--- src/rtl/afc_pkg.sv ---
// Shared constants and types for the box frustum cull block.
package afc_pkg;

    localparam int NUM_REGS        = 6;
    localparam int CFG_IDX_W       = $clog2(NUM_REGS);
    localparam int PLANE_W         = 64;
    localparam int NORM_W          = 12;
    localparam int OFFS_W          = 28;
    localparam int OFFS_SHIFT      = 10;
    localparam int NUM_AXES        = 3;
    localparam int NUM_FIELDS      = 2 * NUM_AXES;
    localparam int OUT_TDATA_W     = 8;
    localparam int PIPE_DEPTH      = 3;
    localparam int DEF_NUM_PLANES  = 6;
    localparam int DEF_COORD_WIDTH = 24;

    // Matches the packed register word: nx in the top bits, offset at the bottom.
    typedef struct packed {
        logic signed [NORM_W-1:0] nx;
        logic signed [NORM_W-1:0] ny;
        logic signed [NORM_W-1:0] nz;
        logic signed [OFFS_W-1:0] d;
    } plane_t;

    typedef struct packed {
        logic prod;
        logic flag;
    } pipe_en_t;

endpackage

--- src/rtl/afc_plane_regs.sv ---
// Plane register file written through the configuration port.
module afc_plane_regs
    import afc_pkg::*;
#(
    parameter int ACTIVE = NUM_REGS
)
(
    input  logic                 clk,
    input  logic                 rst_n,
    input  logic                 cfg_we,
    input  logic [CFG_IDX_W-1:0] cfg_index,
    input  logic [PLANE_W-1:0]   cfg_data,
    output plane_t               planes [ACTIVE]
);

    plane_t plane_reg [ACTIVE];

    always_ff @(posedge clk or negedge rst_n)
    begin
        if (!rst_n)
        begin
            for (int i = 0; i < ACTIVE; i++)
            begin
                plane_reg[i] <= '0;
            end
        end
        else
        begin
            for (int i = 0; i < ACTIVE; i++)
            begin
                if (cfg_we && (cfg_index == CFG_IDX_W'(i)))
                begin
                    plane_reg[i] <= plane_t'(cfg_data);
                end
            end
        end
    end

    assign planes = plane_reg;

endmodule

--- config.mk ---
export PLATFORM = sky130hd
export DESIGN_NAME = afc_plane_regs
export DESIGN_NICKNAME = d
export VERILOG_FILES = /design/src/rtl/afc_pkg.sv /design/src/rtl/afc_plane_regs.sv
export SDC_FILE = /design/constraint.sdc
export NUM_CORES = 1
export LEC_CHECK = 0
export BUFFER_PORTS_ARGS = -buffer_cell sky130_fd_sc_hd__clkbuf_2
export CORE_ASPECT_RATIO = 0.8
export CORE_MARGIN = 2
export CORE_UTILIZATION = 35
export DETAILED_ROUTE_END_ITERATION = 10
export PLACE_DENSITY = 0.57
export SKIP_CTS_REPAIR_TIMING = 1
export SYNTH_ARGS = -nofsm -noshare
export SYNTH_HDL_FRONTEND = slang
export SYNTH_SLANG_ARGS = --single-unit
--- constraint.sdc ---
create_clock -name clk -period 1.5 [get_ports clk]
set_clock_uncertainty 0.05 [all_clocks]
set_input_delay 0.3 -clock clk [delete_from_list [all_inputs] [get_ports clk]]
set_output_delay 0.3 -clock clk [all_outputs]
set_load 0.05 [all_outputs]
==> summary.txt <==
Layout
  – Net count reported at finish: roughly 1,500
  – Largest register FFs: about 380
  – Cell Count, Final, Fillers Out: slightly above 2,000
  – Antenna cells: 0
  – Layout cells sized above 1: between 70% and 80%
  – Layout area overhead: 50.1%
  – Finished Core Util: between 50% and 60%

Drt
  – Antenna Nets Post-Route: 0
  – Vias/cell: about 4.6
  – Remaining DRCs: 0
  – Via count: 9,349
  – Avg WL per Cell: 21.2 microns
  – Initial DRC count: between 200 and 250
  – First-pass DRT Iterations: 4
  – Final WL: roughly 43 mm

Place
  – I/O Buffers: 453
  – Placed cell count: between 1,500 and 2,000
  – Final HPWL DP: 28.8 mm
  – Routability Congestion: just under 0.8
  – Pre-CTS setup slack: -0.228 ns

Floorplan
  – Core Region: roughly 0.043 sq mm
  – Initial Util: between 30% and 40%
  – IO Pins: 454
  – Die area: 0.0455 sq mm
  – Die Y: 191 microns
  – Row count: a little under 70
  – DIE WIDTH: between 200 and 250 microns

Synthesis
  – Yosys Warn Count: 0
  – Yosys reg bits: 384
  – Mapped Nets: 886
  – Mapped Area: roughly 0.015 sq mm
  – Syn avg cell area: about 19 sq um
  – Count of cell types in the netlist: 10
  – Part of the Yosys area used for sequential elements: about 63%
  – Syn Inst Count: slightly above 800

Worst setup path
  – Crit. End Element: output pin
  – Critical-path top delay cell: dfrtp_1
  – R2R setup slack: approximately 0.52 ns
  – RR Endpoint: planes[318]
  – Critical path class: flip-flop to output pin
  – Worst-case reg-to-reg path depth: 2
  – CP Data Required Time: 1.15 ns
  – Worst Setup SP: planes[318]
  – Crit path DAT: ~1.1 ns
  – Worst-path fanout max: 2
  – R2r startpoint: planes[318]
  – Critical path depth: 1
  – Startpoint Class: flip-flop
  – Crit-path cells: buf_6
  – Worst setup path endpoint: planes[318]
  – CP max stage delay: between 0.4 and 0.5 ns
  – Crit-path leading delay family: flip-flops
  – Buf/Inv on CP: 1

Global routing
  – First-pass GRT wire length: slightly above 60 mm
  – Vias in the first global route: 9,323
  – GRT Util Overall: around 18%
  – Largest net degree at the start of global routing: 75
  – GR Overflow Total: 0
  – Initial antenna violation count: 0

Power and ir drop
  – Overall power: 43.0 mW
  – LEAKAGE: 11.0 nW
  – PwrDens: between 1500 and 2000 mW/mm^2
  – Peak VDD IR: 1090 uV

Hold path
  – Min-delay worst type: input pin to flip-flop

Timing
  – Final Setup Violations: 0
  – Count of final max-slew check failures: 0
  – Post-route setup slack: 0.0210 ns
  – Unrepaired setup endpoints after global routing: yes
  – Tcrit/Tclk final: 98.6%
  – Slew HR: 74.0%
  – Slew @ Worst Pin: around 0.39 ns
  – F_max: between 600 and 700 MHz
  – Fin crit period: 1.48 ns
  – Hold_ws: ~0.028 ns
  – Hold Violations, Final: 0

Clock tree
  – Inserted Clock Buffers: slightly above 40
  – CTS tree: done
  – CTS Buffer Depth: 3
  – # H-tree levels: 2
  – Clock sinks: roughly 380
  – Root buf cell: clkbuf_16
  – Worst-Skew Late Latency: ~0.53 ns
  – Worst-path clk slew: 0.06 ns

Outcome
  – Outcome: finished clean

Job
  – Max-Cap Viols: 0
cell usage after synthesis:
library cell	count	area share, %
and4bb_1	3	0.24
buf_12	24	3.1
buf_2	2	0.065
buf_4	12	0.59
buf_6	4	0.29
dfrtp_1	384	63
mux2_2	194	14
mux2_4	190	19
nand4b_1	2	0.11
nor4b_2	1	0.098
through the flow:
step	setup TNS (ns)	instance area (sq um)
final	0	23000
after global routing	-0.902	23000
after CTS	-29.92	20100
after detailed placement	-42.08	18700
after global placement	-35.81	18700
after floorplan	0	15300
final cells by class:
class / instances / area, sq um
sequential: 384 / 9610
fill: 3543 / 20200
multi-input combinational: 390 / 5130
clock buffer: 61 / 1260
clock inverter: 13 / 126
timing repair buffer: 607 / 6200
tap: 560 / 701
how the worst min path moves through the flow:
stage,slack (ns),start,cells after the start,end
after global routing,0.01,cfg_data[27],2,planes[219]
final,0.03,cfg_data[43],2,planes[235]
after floorplan,-0.05,rst_n,0,planes[0]
after CTS,-0.47,rst_n,1,planes[118]
after detailed placement,0.13,rst_n,1,planes[309]
after global placement,0.12,rst_n,1,planes[309]
layout by cell type, fill, tap and decap left out:
| cell type | instances |
|---|---|
| dfrtp_1 | 384 |
| buf_6 | 366 |
| mux2_2 | 194 |
| mux2_4 | 190 |
| buf_4 | 137 |
| clkbuf_2 | 68 |
| clkbuf_16 | 43 |
| buf_12 | 34 |
| clkbuf_8 | 12 |
| clkinv_2 | 8 |
| clkbuf_1 | 6 |
| and4bb_4 | 3 |
| nand4b_1 | 2 |
| inv_6 | 2 |
| bufinv_16 | 2 |
| nor4b_4 | 1 |
| clkinv_4 | 1 |
| dlygate4sd3_1 | 1 |
| buf_8 | 1 |
where the power goes:
group          internal (mW)  switching (mW)  leakage [nW]  total (mW)
registers               12.7            1.77          4.61        14.4
clock network           6.18            4.15         0.696        10.3
logic                   7.37            10.9          5.65        18.3
routing by layer:
layer / wire length (microns) / vias to the layer above / track usage (%)
met1: 17900 / 4845 / 23.7
li1: - / 4123 / -
met2: 20700 / 328 / 27.5
met3: 3340 / 53 / 5.70
met4: 742 / 0 / 4.52
met5: 0 / - / 0
cells by family (layout without fill, tap and decap cells):
group                  after synthesis  count (layout)  synth area share (%)
buffers and inverters               42             681                  4.08
and+or+nand+nor                      6               6                 0.457
DFF                                384             384                  62.6
muxes                              384             384                  32.8
No activity file was read; power rests on OpenSTA's default activity.
